--- config.mk ---
export PLATFORM = sky130hd
export DESIGN_NAME = peak_to_peak_gain_stepper
export DESIGN_NICKNAME = d
export VERILOG_FILES = /design/src/rtl/p2pgs_pkg.sv /design/src/rtl/p2pgs_csr.sv /design/src/rtl/p2pgs_core.sv /design/src/rtl/peak_to_peak_gain_stepper.sv
export SDC_FILE = /design/constraint.sdc
export NUM_CORES = 1
export LEC_CHECK = 0
export BUFFER_PORTS_ARGS = -buffer_cell sky130_fd_sc_hd__buf_4
export CAP_MARGIN = 10
export CELL_PAD_IN_SITES_DETAIL_PLACEMENT = 2
export CELL_PAD_IN_SITES_GLOBAL_PLACEMENT = 2
export CORE_UTILIZATION = 40
export DETAILED_ROUTE_END_ITERATION = 10
export PLACE_DENSITY = 0.94
export SETUP_SLACK_MARGIN = 0.1
export SLEW_MARGIN = 20
export SYNTH_ARGS = -nofsm -noshare
export SYNTH_HDL_FRONTEND = slang
export SYNTH_SLANG_ARGS = --single-unit
--- constraint.sdc ---
create_clock -name clock -period 7.9 [get_ports clock]
set_clock_uncertainty 0.05 [all_clocks]
set_input_delay 1.58 -clock clock [delete_from_list [all_inputs] [get_ports clock]]
set_output_delay 1.58 -clock clock [all_outputs]
set_load 0.005 [all_outputs]
--- src/rtl/p2pgs_pkg.sv ---
// ----------------------------------------------------------------------------
// p2pgs_pkg
// Shared types and constants of the peak-to-peak gain stepper.
// ----------------------------------------------------------------------------
package p2pgs_pkg;

   localparam int SAMPLE_W  = 8;
   localparam int LIMIT_W   = 8;
   localparam int CNT_W     = 16;
   localparam int CSR_IDX_W = 1;
   localparam int CSR_DAT_W = 8;

   localparam logic [CSR_IDX_W-1:0] CSR_HIGH_LIMIT = 1'd0;
   localparam logic [CSR_IDX_W-1:0] CSR_LOW_LIMIT  = 1'd1;

   localparam logic [LIMIT_W-1:0] HIGH_LIMIT_RST = 8'd89;
   localparam logic [LIMIT_W-1:0] LOW_LIMIT_RST  = 8'd44;

   typedef struct packed {
      logic [LIMIT_W-1:0] high_limit;
      logic [LIMIT_W-1:0] low_limit;
   } limits_type;

   typedef struct packed {
      logic       gain_changed;
      logic [1:0] gain_stage;
      logic       waiting;
   } result_type;

endpackage

--- src/rtl/p2pgs_csr.sv ---
// ----------------------------------------------------------------------------
// p2pgs_csr
// Limit registers, written through the plain write port.
// ----------------------------------------------------------------------------
module p2pgs_csr (
   input  logic                                clock,
   input  logic                                reset,
   input  logic                                csr_write_en,
   input  logic [p2pgs_pkg::CSR_IDX_W-1:0]     csr_index,
   input  logic [p2pgs_pkg::CSR_DAT_W-1:0]     csr_wdata,
   output p2pgs_pkg::limits_type               limits
);

   p2pgs_pkg::limits_type limits_ff;

   always_ff @(posedge clock) begin
      if (reset) begin
         limits_ff.high_limit <= p2pgs_pkg::HIGH_LIMIT_RST;
         limits_ff.low_limit  <= p2pgs_pkg::LOW_LIMIT_RST;
      end else if (csr_write_en) begin
         unique case (csr_index)
            p2pgs_pkg::CSR_HIGH_LIMIT: limits_ff.high_limit <= csr_wdata;
            p2pgs_pkg::CSR_LOW_LIMIT:  limits_ff.low_limit  <= csr_wdata;
         endcase
      end
   end

   assign limits = limits_ff;

endmodule

--- src/rtl/p2pgs_core.sv ---
// ----------------------------------------------------------------------------
// p2pgs_core
// Window tracker and stage decision: each accepted beat updates the registered state.
// ----------------------------------------------------------------------------
module p2pgs_core #(
   parameter int WINDOW     = 256,
   parameter int NUM_STAGES = 4
) (
   input  logic                              clock,
   input  logic                              reset,
   input  logic                              step_en,
   input  logic [p2pgs_pkg::SAMPLE_W-1:0]    sample,
   input  logic                              restart_window,
   input  p2pgs_pkg::limits_type             limits,
   output p2pgs_pkg::result_type             result
);

   localparam int CW      = p2pgs_pkg::CNT_W;
   localparam int SW      = p2pgs_pkg::SAMPLE_W;
   localparam int STAGE_W = (NUM_STAGES > 4) ? $clog2(NUM_STAGES) : 2;
   localparam logic [STAGE_W-1:0] STAGE_TOP  = STAGE_W'(NUM_STAGES - 1);
   localparam logic [CW-1:0]      WINDOW_LEN = CW'(WINDOW);

   typedef enum logic [1:0] {
      PH_START  = 2'd0,
      PH_GATHER = 2'd1,
      PH_WAIT   = 2'd2
   } phase_type;

   phase_type           phase_ff, phase_in, phase_cur;
   logic [CW-1:0]       count_ff, count_in, count_inc;
   logic [SW-1:0]       max_ff, max_in, min_ff, min_in, amp;
   logic [STAGE_W-1:0]  stage_ff, stage_in;
   logic                wait_done_ff, wait_done_in;
   logic                changed;

   always_comb begin
      phase_cur    = restart_window ? PH_START : phase_ff;
      phase_in     = phase_cur;
      count_inc    = count_ff + 1'b1;
      count_in     = count_ff;
      max_in       = max_ff;
      min_in       = min_ff;
      stage_in     = stage_ff;
      wait_done_in = wait_done_ff;
      changed      = 1'b0;
      amp          = '0;
      unique case (phase_cur)
         PH_GATHER: begin
            count_in = count_inc;
            if (sample > max_ff) begin
               max_in = sample;
            end else if (sample < min_ff) begin
               min_in = sample;
            end
            if (count_inc >= WINDOW_LEN) begin
               amp = max_in - min_in;
               if (amp <= limits.low_limit && stage_ff < STAGE_TOP) begin
                  stage_in = stage_ff + 1'b1;
                  phase_in = PH_START;
                  changed  = 1'b1;
               end else if (amp >= limits.high_limit && stage_ff != '0) begin
                  if (wait_done_ff) begin
                     stage_in = stage_ff - 1'b1;
                     phase_in = PH_START;
                     changed  = 1'b1;
                  end else begin
                     count_in = '0;
                     phase_in = PH_WAIT;
                  end
               end else begin
                  phase_in = PH_START;
               end
            end
         end
         PH_WAIT: begin
            count_in = count_inc;
            if (count_inc >= WINDOW_LEN) begin
               wait_done_in = 1'b1;
               max_in       = sample;
               min_in       = sample;
               count_in     = CW'(1);
               phase_in     = PH_GATHER;
            end
         end
         default: begin
            wait_done_in = 1'b0;
            count_in     = CW'(1);
            max_in       = sample;
            min_in       = sample;
            phase_in     = PH_GATHER;
         end
      endcase
   end

   always_ff @(posedge clock) begin
      if (reset) begin
         phase_ff     <= PH_START;
         count_ff     <= '0;
         max_ff       <= '0;
         min_ff       <= '0;
         stage_ff     <= STAGE_TOP;
         wait_done_ff <= 1'b0;
      end else if (step_en) begin
         phase_ff     <= phase_in;
         count_ff     <= count_in;
         max_ff       <= max_in;
         min_ff       <= min_in;
         stage_ff     <= stage_in;
         wait_done_ff <= wait_done_in;
      end
   end

   assign result.gain_changed = changed;
   assign result.gain_stage   = stage_in[1:0];
   assign result.waiting      = (phase_in == PH_WAIT);

endmodule

--- src/rtl/peak_to_peak_gain_stepper.sv ---
// ----------------------------------------------------------------------------
// peak_to_peak_gain_stepper
// Peak-to-peak automatic gain control with settle window before a decrease.
// ----------------------------------------------------------------------------
// Takes one sample beat per clock while req_stall is low and returns exactly
// one result beat for it, in order. A sample is captured in an input register,
// the window tracker updates its state from it, and the result lands in an
// output register. The tracker takes a new sample as soon as the last one is
// done, so the rate is one sample per cycle, sustained while the result side
// is not stalled. A stall on the result side holds the output register and
// reaches req_stall only once the input register is also full. The user must
// write limits through the csr_ port only while no beat is in flight; the
// block does not enforce this. Limits reset to 89 (high) and 44 (low). The
// stage starts at NUM_STAGES - 1, and rsp_gain_stage shows its low two bits.
// ----------------------------------------------------------------------------
module peak_to_peak_gain_stepper #(
   parameter int WINDOW     = 256,
   parameter int NUM_STAGES = 4
) (
   input  logic                               clock,
   input  logic                               reset,
   input  logic                               req_valid,
   output logic                               req_stall,
   input  logic [p2pgs_pkg::SAMPLE_W-1:0]     req_sample,
   input  logic                               req_restart_window,
   output logic                               rsp_valid,
   input  logic                               rsp_stall,
   output logic                               rsp_gain_changed,
   output logic [1:0]                         rsp_gain_stage,
   output logic                               rsp_waiting,
   input  logic                               csr_write_en,
   input  logic [p2pgs_pkg::CSR_IDX_W-1:0]    csr_index,
   input  logic [p2pgs_pkg::CSR_DAT_W-1:0]    csr_wdata
);

   logic                              in_valid_ff;
   logic [p2pgs_pkg::SAMPLE_W-1:0]    sample_ff;
   logic                              restart_ff;
   logic                              rsp_valid_ff;
   p2pgs_pkg::result_type             result_ff;
   p2pgs_pkg::result_type             result;
   p2pgs_pkg::limits_type             limits;
   logic                              out_free;
   logic                              step_en;

   assign out_free  = !rsp_valid_ff || !rsp_stall;
   assign step_en   = in_valid_ff && out_free;
   assign req_stall = in_valid_ff && !out_free;

   p2pgs_csr u_csr (
      .clock        (clock),
      .reset        (reset),
      .csr_write_en (csr_write_en),
      .csr_index    (csr_index),
      .csr_wdata    (csr_wdata),
      .limits       (limits)
   );

   p2pgs_core #(
      .WINDOW     (WINDOW),
      .NUM_STAGES (NUM_STAGES)
   ) u_core (
      .clock          (clock),
      .reset          (reset),
      .step_en        (step_en),
      .sample         (sample_ff),
      .restart_window (restart_ff),
      .limits         (limits),
      .result         (result)
   );

   always_ff @(posedge clock) begin
      if (reset) begin
         in_valid_ff  <= 1'b0;
         rsp_valid_ff <= 1'b0;
      end else begin
         if (!req_stall) begin
            in_valid_ff <= req_valid;
         end
         if (out_free) begin
            rsp_valid_ff <= in_valid_ff;
         end
      end
   end

   always_ff @(posedge clock) begin
      if (req_valid && !req_stall) begin
         sample_ff  <= req_sample;
         restart_ff <= req_restart_window;
      end
      if (step_en) begin
         result_ff <= result;
      end
   end

   assign rsp_valid        = rsp_valid_ff;
   assign rsp_gain_changed = result_ff.gain_changed;
   assign rsp_gain_stage   = result_ff.gain_stage;
   assign rsp_waiting      = result_ff.waiting;

endmodule

==> results of run 1 <==
## report_power, final
group | switching, uW | total [uW] | internal [uW]
clock network | 158 | 432 | 274
registers | 13.6 | 382 | 368
logic | 171 | 287 | 116
## cell families (layout without fill, tap and decap cells)
kind of cell / count (synthesis) / in the layout / share of synthesized area
simple gates: 179 / 179 / 0.197
compound gates: 129 / 129 / 0.225
buf+inv: 68 / 89 / 0.0619
mux: 25 / 25 / 0.0565
flops: 68 / 68 / 0.322
xor+xnor: 14 / 14 / 0.0265
fa+ha+maj: 41 / 41 / 0.111
## worst min-delay path by stage
stage / slack, ps / endpoint / start / depth (start not counted)
detailed placement: 410 / u_csr.limits[4] / u_csr.limits[4] / 2
finish: 420 / u_csr.limits[1] / u_csr.limits[1] / 2
floorplan: 390 / u_csr.limits[1] / u_csr.limits[1] / 2
CTS: 430 / u_csr.limits[1] / u_csr.limits[1] / 2
global route: 450 / u_csr.limits[1] / u_csr.limits[1] / 2
global placement: 400 / u_csr.limits[1] / u_csr.limits[1] / 2
## metrics by stage
stage | utilization | total power [uW]
final | 0.472 | 1100
after global placement | 0.444 | 634
after floorplan | - | 581
after global routing | 0.472 | 1150
after CTS | 0.472 | 1110
after detailed placement | 0.444 | 666
## cells in the mapped netlist, types with 4 or more instances
library cell                 n
sky130_fd_sc_hd__a2111oi_2   8
sky130_fd_sc_hd__a211o_1     4
sky130_fd_sc_hd__a211oi_1    5
sky130_fd_sc_hd__a21o_1     12
sky130_fd_sc_hd__a21oi_1    32
sky130_fd_sc_hd__a31o_1      7
sky130_fd_sc_hd__a32o_1      4
sky130_fd_sc_hd__and2_1      5
sky130_fd_sc_hd__and3_1      7
sky130_fd_sc_hd__buf_4       4
sky130_fd_sc_hd__clkbuf_1   13
sky130_fd_sc_hd__dfxtp_1    55
sky130_fd_sc_hd__edfxtp_1   13
sky130_fd_sc_hd__ha_1       41
sky130_fd_sc_hd__inv_1      45
sky130_fd_sc_hd__mux2i_1    22
sky130_fd_sc_hd__nand2_1    42
sky130_fd_sc_hd__nand2b_1    6
sky130_fd_sc_hd__nand3_1    10
sky130_fd_sc_hd__nand3b_1    4
sky130_fd_sc_hd__nand4_1    10
sky130_fd_sc_hd__nor2_1     57
sky130_fd_sc_hd__nor2b_1     7
sky130_fd_sc_hd__nor3_1     13
sky130_fd_sc_hd__o21a_1      5
sky130_fd_sc_hd__o21ai_0    16
sky130_fd_sc_hd__xnor2_1    10
sky130_fd_sc_hd__xor2_1      4
## per-layer routing
layer  up-vias  GRT usage  part of all wire
met4         0      0.119             0.036
li1       1913          -                 -
met3        42     0.0664             0.029
met2        72      0.517              0.54
met1      2038      0.286              0.39
met5         -          0                 0
## sequential cells by signal, summed over array words and instances, names as in the netlist, 2 cells and up
signal / flops
rsp_gain_stage: 2
sample_ff: 8
u_core.count_ff: 16
u_core.max_ff: 8
u_core.min_ff: 8
u_core.phase_ff: 2
u_core.stage_ff: 2
u_csr.limits: 16
## cell usage in the layout, fill, tap and decap left out, types with 4 or more instances in the layout
master	netlist	routed
sky130_fd_sc_hd__edfxtp_1	13	13
sky130_fd_sc_hd__nor3_1	13	13
sky130_fd_sc_hd__mux2i_1	22	22
sky130_fd_sc_hd__nor2b_1	7	6
sky130_fd_sc_hd__ha_1	41	41
sky130_fd_sc_hd__nand2_1	42	42
sky130_fd_sc_hd__nand3_1	10	10
sky130_fd_sc_hd__nor2_1	57	57
sky130_fd_sc_hd__a211oi_1	5	5
sky130_fd_sc_hd__a21oi_1	32	32
sky130_fd_sc_hd__inv_1	45	45
sky130_fd_sc_hd__a21o_1	12	12
sky130_fd_sc_hd__clkbuf_16	0	9
sky130_fd_sc_hd__nand4_1	10	10
sky130_fd_sc_hd__xnor2_1	10	10
sky130_fd_sc_hd__and2_1	5	5
sky130_fd_sc_hd__a211o_1	4	4
sky130_fd_sc_hd__o21ai_0	16	16
sky130_fd_sc_hd__buf_4	4	28
sky130_fd_sc_hd__xor2_1	4	4
sky130_fd_sc_hd__a31o_1	7	7
sky130_fd_sc_hd__o21a_1	5	5
sky130_fd_sc_hd__nand3b_1	4	4
sky130_fd_sc_hd__dfxtp_1	55	55
sky130_fd_sc_hd__nand2b_1	6	6
sky130_fd_sc_hd__a2111oi_2	8	8
sky130_fd_sc_hd__and3_1	7	7
sky130_fd_sc_hd__a32o_1	4	4
## critical path, delay by kind of cell, from the launching register on
| family | cells | cell delay [ps] |
|---|---|---|
| compound gates | 13 | 3760 |
| fa+ha+maj | 3 | 940 |
| buf+inv | 1 | 100 |
| flops | 1 | 490 |
| simple gates | 7 | 1600 |
## cell type report
class | count | share of cell area
clock inverter | 5 | 0.0147
inverter | 46 | 0.0331
timing repair buffer | 28 | 0.0404
tap | 140 | 0.0336
multi-input combinational | 388 | 0.548
sequential | 68 | 0.286
clock buffer | 10 | 0.0440
==> out/qor.yml, run 1 <==
clock_tree:
  post_cts.repair.setup_buffers: 0
  cts.reportedPaths.clkPinSlew_ps: 60
  cts_tree: "built"
  cts.sink_count: 68
  worstSkewPairLatency_ps: 350
  h-tree-depth: 3
  cts-root-to-sink-buffers: 2
  ctsHoldBuffers: 0
  cts_root_buffer: "sky130_fd_sc_hd__clkbuf_16"
  cts-resized-gates: 0
  cts-buffers-inserted: 9
sta:
  timing.final.hold_violations: 0
  final_min_period_over_clock_period: 0.895
  hold_ws_ps: 424
  final.setup.worst_slack_ps: 830
  max_freq_mhz: 141
  timing.max_slew.rel_slack: 0.396
  worst_margin_slew_ps: 904
  final_max_slew_viol_count: 0
  report.final.setup_viol: 0
  fin_crit_ps: 7070
  unrepaired_setup_endpoints_after_global_routing: "no"
  final.setup.tns_ps: 0
route:
  drt_pass1_iterations: 4
  drt.antenna.violating_nets: 0
  viasPerCell: 5.93
  dr_total_vias: 4065
  wirelength_um: 15100
  drt-wirelength-per-cell_um: 22.0
  iter_0_drt_violations: 130
  drc: 0
place:
  hpwl_um: 11200
  dpl.cell_count: 670
  pre_cts_ws_ps: 1170
  placed_cell_area_um2: 4900
  place.port_buffers: 28
  gp_congestion: 0.887
global_route:
  global_route.usage.total: 0.274
  gr-total-overflow: 0
  grt_max_degree: 53
  grt_first_pass_wirelength_um: 24300
  antenna_found_initial: 0
  grt_pass1_vias: 4634
finish:
  design_area_um2: 5210
  final_net_count: 605
  drive_above_1_share: 0.141
  antennaDiodeCount: 0
  layout-area-overhead-vs-synth_pct: 12.6
  multi_input_comb_area_um2: 2850
  fill_cells: 1227
  finalNonFillerCells: 685
  seq_area_um2: 1490
floorplan:
  chipHeight_um: 110
  row_count: 38
  initial_core_util: 0.419
  coreArea_um2: 11000
  io-pin-count: 29
  die-area_um2: 12000
  die_w_um: 110
worst_setup_path:
  timing.critical_path.cells: "ha_1 -> nand4_1 -> nor2_1 -> a21oi_2 -> nor2_1 -> nor2_1 -> a21oi_1 -> ha_1 -> inv_1 -> nand2_1 -> a211oi_1 -> a2111oi_2 -> nand3b_1 -> a31o_1 -> a211oi_1 -> a211oi_2 -> ha_1 -> nand4_1 -> o21bai_1 -> a21oi_1 -> o2111ai_1 -> o21ai_2 -> a21boi_0 -> a32o_1"
  worst-r2r-cell-count: 24
  cp_data_arrival_time_ps: 7250
  slowest_stage: "sky130_fd_sc_hd__o21ai_2"
  worst_r2r_startpoint: "sample_ff[7]"
  worst-r2r-setup-slack_ps: 830
  critical_path.reg2reg.endpoint: "u_core.count_ff[3]"
  worst_setup_path_end_kind: "flop"
  critical_path.max_fanout: 13
  worstPathRequired_ps: 8080
  critical_path_class: "reg -> reg"
  worst_path_largest_cell_delay_ps: 720
  worstSetupStartpoint: "sample_ff[7]"
  worst_setup_path_start_kind: "flop"
  timing.critical_path.to: "u_core.count_ff[3]"
outcome:
  run_status: "completed"
synth:
  synth.top_cell.area_share: 0.238
  postSynthRegisterBits: 68
  leading_post_synthesis_cells_by_cell_area: "sky130_fd_sc_hd__dfxtp_1 24%, sky130_fd_sc_hd__ha_1 11%, sky130_fd_sc_hd__edfxtp_1 8.4%, sky130_fd_sc_hd__mux2i_1 4.8%, sky130_fd_sc_hd__nor2_1 4.6%"
  async_flop_share: 0
  synthDistinctLibCells: 74
  yosys.area.top_type: "sky130_fd_sc_hd__dfxtp_1"
  synth_edf_count: 13
  post_synthesis_cell_area_um2: 4630
  synth-warning-count: 0
  synth_nets: 588
  synthesized_instance_count: 524
  post_synth.cell_area_avg_um2: 8.83
  synth_top_flop_cell: "sky130_fd_sc_hd__dfxtp_1"
  yosysSeqAreaShare: 0.322
min_path:
  tightest_hold_check_type: "reg -> reg"
pwr:
  power.static_leakage_uw: 0.00204
  power_density_nw_per_um2: 211
  max-vdd-ir-drop_mv: 0.141
job:
  max-cap-violations: 0
No activity file was read; power rests on OpenSTA's default activity.
==> run 2, diff against run 1 <==
- ABC_CLOCK_PERIOD_IN_PS: not set -> 7900
- CORE_UTILIZATION: 40 -> 35
- PLACE_DENSITY: 0.94 -> not set
- PLACE_DENSITY_LB_ADDON: not set -> 0.1
==> run 2 against run 1 <==
  * Final cell count is 5.0% higher
  * Combinational power is 5% lower
  * Register-to-register slack better by 310 ps
  * Clock power is 1% higher
  * Largest power group unchanged
  * Non-clock buffer count is 1 higher
  * Highest routed layer unchanged
  * Sequential share of layout area is 0.31 points lower
  * Via count is 3.9% lower
  * First-iteration DRC count is 20% lower
  * Critical path depth is 1 lower
==> out/qor.yml, run 2 (synthesized netlist as in run 1, its figures left out) <==
outcome:
  run_status: "completed"  # unchanged
finish:
  antennaDiodeCount: 0  # unchanged
  layout-area-overhead-vs-synth_pct: 13.8  # was 12.6%
  drive_above_1_share: 0.143  # was 0.141
  mostFrequentLayoutCells: "57 x sky130_fd_sc_hd__nor2_1, 55 x sky130_fd_sc_hd__dfxtp_1, 45 x sky130_fd_sc_hd__inv_1, 42 x sky130_fd_sc_hd__nand2_1, 41 x sky130_fd_sc_hd__ha_1"  # unchanged
  final_net_count: 606  # was 605
  layout_commonest_cell: "sky130_fd_sc_hd__nor2_1"  # unchanged
global_route:
  global_route.usage.total: 0.212  # was 0.274
  gr-total-overflow: 0  # unchanged
  grt_max_degree: 53  # unchanged
  antenna_found_initial: 0  # unchanged
  grt_first_pass_wirelength_um: 21700  # was 24300 um
  grt_pass1_vias: 4241  # was 4634
worst_setup_path:
  worst_setup_path_start_kind: "flop"  # unchanged
  critical_path.max_fanout: 13  # unchanged
  critical_path.reg2reg.endpoint: "u_core.count_ff[2]"  # was u_core.count_ff[3]
  worst_r2r_startpoint: "sample_ff[1]"  # was sample_ff[7]
  cp_data_arrival_time_ps: 6950  # was 7250 ps
  worst-r2r-cell-count: 23  # was 24
  worst-r2r-setup-slack_ps: 1140  # was 830 ps
  worstPathRequired_ps: 8090  # was 8080 ps
  worst_setup_path_end_kind: "flop"  # unchanged
  critical_path_class: "reg -> reg"  # unchanged
clock_tree:
  cts-resized-gates: 0  # unchanged
  cts_tree: "built"  # unchanged
  worstSkewPairLatency_ps: 350  # about the same
  h-tree-depth: 3  # unchanged
  ctsHoldBuffers: 0  # unchanged
  cts-buffers-inserted: 9  # unchanged
  cts.reportedPaths.clkPinSlew_ps: 60  # about the same
  cts.sink_count: 68  # unchanged
  cts-root-to-sink-buffers: 2  # unchanged
  post_cts.repair.setup_buffers: 0  # unchanged
  cts_root_buffer: "sky130_fd_sc_hd__clkbuf_16"  # unchanged
place:
  gp_congestion: 0.840  # was 0.887
  pre_cts_ws_ps: 1080  # was 1170 ps
  place.port_buffers: 28  # unchanged
  hpwl_um: 10000  # was 11200 um
min_path:
  whs_path_depth: 2  # unchanged
  tightest_hold_check_type: "reg -> reg"  # unchanged
  hold_path_startpoint: "u_csr.limits[1]"  # unchanged
  worstHoldEndpoint: "u_csr.limits[1]"  # unchanged
route:
  iter_0_drt_violations: 104  # was 130
  viasPerCell: 5.43  # was 5.93
  drc: 0  # unchanged
  drt_pass1_iterations: 6  # was 4
  drt.antenna.violating_nets: 0  # unchanged
  wirelength_um: 13400  # was 15100 um
  drt-wirelength-per-cell_um: 18.7  # was 22.0 um
  dr_total_vias: 3906  # was 4065
floorplan:
  row_count: 41  # was 38
  chipHeight_um: 117  # was 110 um
  die_w_um: 117  # was 110 um
  io-pin-count: 29  # unchanged
  die-area_um2: 13700  # was 12000 um^2
  initial_core_util: 0.362  # was 0.419
  coreArea_um2: 12800  # was 11000 um^2
pwr:
  power_density_nw_per_um2: 207  # was 211 nW/um^2
  power.static_leakage_uw: 0.00204  # about the same
  max-vdd-ir-drop_mv: 0.107  # was 0.141 mV
sta:
  unrepaired_setup_endpoints_after_global_routing: "no"  # unchanged
  max_freq_mhz: 148  # was 141 MHz
  worst_margin_slew_ps: 1030  # was 904 ps
  final_min_period_over_clock_period: 0.856  # was 0.895
  report.final.setup_viol: 0  # unchanged
  timing.final.hold_violations: 0  # unchanged
  final.setup.tns_ps: 0  # unchanged
  timing.max_slew.rel_slack: 0.311  # was 0.396
  final_max_slew_viol_count: 0  # unchanged
  final.setup.worst_slack_ps: 1140  # was 830 ps
  fin_crit_ps: 6760  # was 7070 ps
job:
  max-cap-violations: 0  # unchanged
==> run 2: cell count changes in the layout (fill, tap and decap cells not counted), sizes merged <==
cell and change:
inv -1, buf +1, clkinvlp +2
==> run 2: worst max-delay path by stage <==
| stage | from | end | cells after the start |
|---|---|---|---|
| CTS | sample_ff[7] | u_core.count_ff[11] | 24 |
| detailed placement | sample_ff[7] | u_core.count_ff[3] | 23 |
| global route | sample_ff[7] | u_core.count_ff[3] | 23 |
| global placement | sample_ff[7] | u_core.count_ff[11] | 24 |
| finish | sample_ff[1] | u_core.count_ff[2] | 23 |
| floorplan | sample_ff[7] | u_core.count_ff[10] | 25 |
==> run 2: per-layer routing <==
layer,vias to the layer above,GRT usage,wire [um]
met3,16,0.0386,247
met2,27,0.392,7110
met1,1946,0.243,5830
met4,0,0.0793,241
met5,-,0,0
li1,1917,-,-
==> run 2: worst max-delay path, cell delays in order (launching register included) <==
cell	delay, ps
sky130_fd_sc_hd__edfxtp_1	570
sky130_fd_sc_hd__ha_1	400
sky130_fd_sc_hd__nor2b_1	140
sky130_fd_sc_hd__o211ai_1	280
sky130_fd_sc_hd__a211oi_4	180
sky130_fd_sc_hd__nor3_4	520
sky130_fd_sc_hd__mux2_2	290
sky130_fd_sc_hd__ha_1	190
sky130_fd_sc_hd__inv_1	80
sky130_fd_sc_hd__nand2_1	80
sky130_fd_sc_hd__a211oi_1	80
sky130_fd_sc_hd__a2111oi_2	410
sky130_fd_sc_hd__nand3b_1	170
sky130_fd_sc_hd__a31o_1	230
sky130_fd_sc_hd__a21o_1	220
sky130_fd_sc_hd__xor2_1	170
sky130_fd_sc_hd__ha_1	330
sky130_fd_sc_hd__nand4_1	130
sky130_fd_sc_hd__o21bai_1	180
sky130_fd_sc_hd__a21oi_1	210
sky130_fd_sc_hd__o2111ai_1	250
sky130_fd_sc_hd__o21ai_2	700
sky130_fd_sc_hd__a21boi_0	450
sky130_fd_sc_hd__a32o_1	330
==> run 2: power breakdown <==
group / switching (uW) / leakage, uW / internal, uW
clock network: 161 / 0.000149 / 276
registers: 12.6 / 0.000570 / 368
logic: 158 / 0.00133 / 115
==> run 2: layout make-up <==
class	instances	area (um^2)
fillers	1443	7510
multi-input cells	388	2850
flip-flops and latches	68	1490
clock buffers	10	229
repair buffers	29	218
well taps	172	215
inverters	46	173
clock inverters	6	88.8
==> run 2: metrics by stage <==
step / instances / utilization / area [um^2] / power, uW / hold slack, ps
after CTS: 719 / 0.412 / 5260 / 1110 / 417
after global routing: 719 / 0.412 / 5270 / 1150 / 445
after floorplan: 524 / - / 4630 / 581 / 386
final: 719 / 0.412 / 5270 / 1090 / 412
after detailed placement: 703 / 0.387 / 4940 / 662 / 409
after global placement: 703 / 0.387 / 4940 / 645 / 397
==> run 3, diff against run 2 <==
- REMOVE_ABC_BUFFERS: not set -> 1
==> run 3 against run 2 <==
  * Via count is 0.90% higher
  * Power is 1.1% higher
  * Critical endpoint is now u_core.count_ff[11]
  * Routed wire length is 0.96% higher
  * Flip-flop and latch count stayed put
  * Sequential share of layout area is 0.087 points lower
  * Fmax is 1.8% lower
  * Non-clock buffer count is 1 higher
==> out/qor.yml, run 3 (synthesized netlist as in run 1, its figures left out) <==
route:
  iter_0_drt_violations: 124  # was 104
  wirelength_um: 13600  # was 13400 um
  drt.antenna.violating_nets: 0  # unchanged
  viasPerCell: 5.47  # was 5.43
  drt-wirelength-per-cell_um: 18.8  # was 18.7 um
  dr_total_vias: 3941  # was 3906
  drt_pass1_iterations: 4  # was 6
  drc: 0  # unchanged
pwr:
  sequentialPowerShare: 0.345  # was 0.349
  internal_power_uw: 768  # was 759 uW
  power.static_leakage_uw: 0.00206  # was 0.00204 uW
  power_switching_share: 0.303  # was 0.304
  power_density_nw_per_um2: 209  # was 207 nW/um^2
  power.share.clock: 0.405  # was 0.401
  post-layout-total-power_uw: 1100  # was 1090 uW
  max-vdd-ir-drop_mv: 0.131  # was 0.107 mV
  switchingPower_uw: 334  # was 332 uW
  p_comb_frac: 0.250  # about the same
min_path:
  whs_path_depth: 2  # unchanged
  hold_path_startpoint: "u_csr.limits[6]"  # was u_csr.limits[1]
  tightest_hold_check_type: "reg -> reg"  # unchanged
clock_tree:
  worstSkewPairLatency_ps: 340  # was 350 ps
  cts-buffers-inserted: 9  # unchanged
  post_cts.repair.setup_buffers: 0  # unchanged
  cts_tree: "built"  # unchanged
  cts.sink_count: 68  # unchanged
  cts_root_buffer: "sky130_fd_sc_hd__clkbuf_16"  # unchanged
  h-tree-depth: 3  # unchanged
  ctsHoldBuffers: 0  # unchanged
  cts-root-to-sink-buffers: 2  # unchanged
  cts-resized-gates: 0  # unchanged
  cts.reportedPaths.clkPinSlew_ps: 60  # about the same
floorplan:
  chipHeight_um: 117  # unchanged
  die_w_um: 117  # unchanged
  row_count: 41  # unchanged
  io-pin-count: 29  # unchanged
  die-area_um2: 13700  # unchanged
  initial_core_util: 0.362  # unchanged
  coreArea_um2: 12800  # unchanged
worst_setup_path:
  cp_data_arrival_time_ps: 7130  # was 6950 ps
  worstPathRequired_ps: 8140  # was 8090 ps
  worst_setup_path_end_kind: "flop"  # unchanged
  worst_r2r_startpoint: "sample_ff[7]"  # was sample_ff[1]
  worst_setup_path_start_kind: "flop"  # unchanged
  worst-r2r-cell-count: 24  # was 23
  critical_path_class: "reg -> reg"  # unchanged
  worstSetupStartpoint: "sample_ff[7]"  # was sample_ff[1]
  critical_path.max_fanout: 13  # unchanged
finish:
  final_net_count: 607  # was 606
  multi_input_comb_area_um2: 2850  # unchanged
  post_route_core_utilization: 0.413  # was 0.412
  mostFrequentLayoutCells: "57 x sky130_fd_sc_hd__nor2_1, 55 x sky130_fd_sc_hd__dfxtp_1, 45 x sky130_fd_sc_hd__inv_1, 42 x sky130_fd_sc_hd__nand2_1, 41 x sky130_fd_sc_hd__ha_1"  # unchanged
  drive_above_1_share: 0.146  # was 0.143
  layout_commonest_cell: "sky130_fd_sc_hd__nor2_1"  # unchanged
  seq_area_um2: 1490  # unchanged
  fill_cells: 1428  # was 1443
  antennaDiodeCount: 0  # unchanged
  layout-area-overhead-vs-synth_pct: 14.2  # was 13.8%
place:
  hpwl_um: 10000  # about the same
  pre_cts_ws_ps: 1070  # was 1080 ps
  place.port_buffers: 28  # unchanged
  gp_congestion: 0.809  # was 0.840
global_route:
  grt_pass1_vias: 4381  # was 4241
  global_route.usage.total: 0.219  # was 0.212
  antenna_found_initial: 0  # unchanged
  grt_max_degree: 53  # unchanged
  gr-total-overflow: 0  # unchanged
  grt_first_pass_wirelength_um: 22500  # was 21700 um
sta:
  worst_margin_slew_ps: 1050  # was 1030 ps
  fin_crit_ps: 6890  # was 6760 ps
  max_freq_mhz: 145  # was 148 MHz
  timing.max_slew.rel_slack: 0.300  # was 0.311
  final.setup.tns_ps: 0  # unchanged
  unrepaired_setup_endpoints_after_global_routing: "no"  # unchanged
  final.setup.worst_slack_ps: 1010  # was 1140 ps
  timing.final.hold_violations: 0  # unchanged
  final_min_period_over_clock_period: 0.872  # was 0.856
  hold_ws_ps: 419  # was 412 ps
  final_max_slew_viol_count: 0  # unchanged
  report.final.setup_viol: 0  # unchanged
job:
  max-cap-violations: 0  # unchanged
outcome:
  run_status: "completed"  # unchanged
## run 3: cell types whose count changed in the layout (fill, tap and decap cells not counted), sizes merged
| cell | change |
|---|---|
| clkinvlp | -2 |
| clkinv | +2 |
| buf | +1 |
## run 3: area by class of cell
| class | count | share of cell area |
|---|---|---|
| Multi-Input combinational cell | 388 | 0.540 |
| Sequential cell | 68 | 0.282 |
| Clock buffer | 10 | 0.0452 |
| Timing Repair Buffer | 30 | 0.0426 |
| Tap cell | 172 | 0.0407 |
| Inverter | 46 | 0.0327 |
| Clock inverter | 6 | 0.0166 |
## run 3: worst max-delay path, cell delays in order (launching register included)
cell	delay (ps)
sky130_fd_sc_hd__edfxtp_1	480
sky130_fd_sc_hd__ha_1	370
sky130_fd_sc_hd__nand4_1	220
sky130_fd_sc_hd__nor2_1	340
sky130_fd_sc_hd__a21oi_2	170
sky130_fd_sc_hd__nor3_4	540
sky130_fd_sc_hd__mux2_2	420
sky130_fd_sc_hd__ha_1	220
sky130_fd_sc_hd__inv_1	120
sky130_fd_sc_hd__nand2_1	70
sky130_fd_sc_hd__a211oi_1	340
sky130_fd_sc_hd__a2111oi_2	110
sky130_fd_sc_hd__a22oi_2	170
sky130_fd_sc_hd__a31o_1	190
sky130_fd_sc_hd__a21o_1	180
sky130_fd_sc_hd__xor2_1	260
sky130_fd_sc_hd__ha_1	300
sky130_fd_sc_hd__a21o_1	180
sky130_fd_sc_hd__a21o_1	170
sky130_fd_sc_hd__a21oi_1	140
sky130_fd_sc_hd__a21oi_1	110
sky130_fd_sc_hd__o2111ai_1	400
sky130_fd_sc_hd__o21ai_2	330
sky130_fd_sc_hd__a21boi_0	700
sky130_fd_sc_hd__a31o_1	230
## run 3: per-stage QoR
step / cell area, um^2 / cells
2_1_floorplan: 4510 / 502
3_3_place_gp: 4950 / 704
3_5_place_dp: 4950 / 704
4_1_cts: 5280 / 720
5_1_grt: 5280 / 720
6_report: 5280 / 720
## run 3: power by group through the flow
stage               Sequential [uW]  Clock, uW  Combinational, uW
floorplan                       384          0                191
global placement                387          0                258
detailed placement              388          0                274
CTS                             381        458                279
global route                    382        470                308
finish                          381        447                275
## run 3: per-layer routing
layer / GRT usage / vias up / part of all wire
met5: 0 / - / 0
met1: 0.248 / 1958 / 0.43
li1: - / 1917 / -
met2: 0.402 / 45 / 0.52
met3: 0.0520 / 21 / 0.029
met4: 0.0726 / 0 / 0.022
## run 3: final timing paths
kind                    endpoint  slack, ps
min              u_csr.limits[6]        420
min reg2reg      u_csr.limits[6]        420
max reg2reg  u_core.count_ff[11]       1010
max          u_core.count_ff[11]       1010
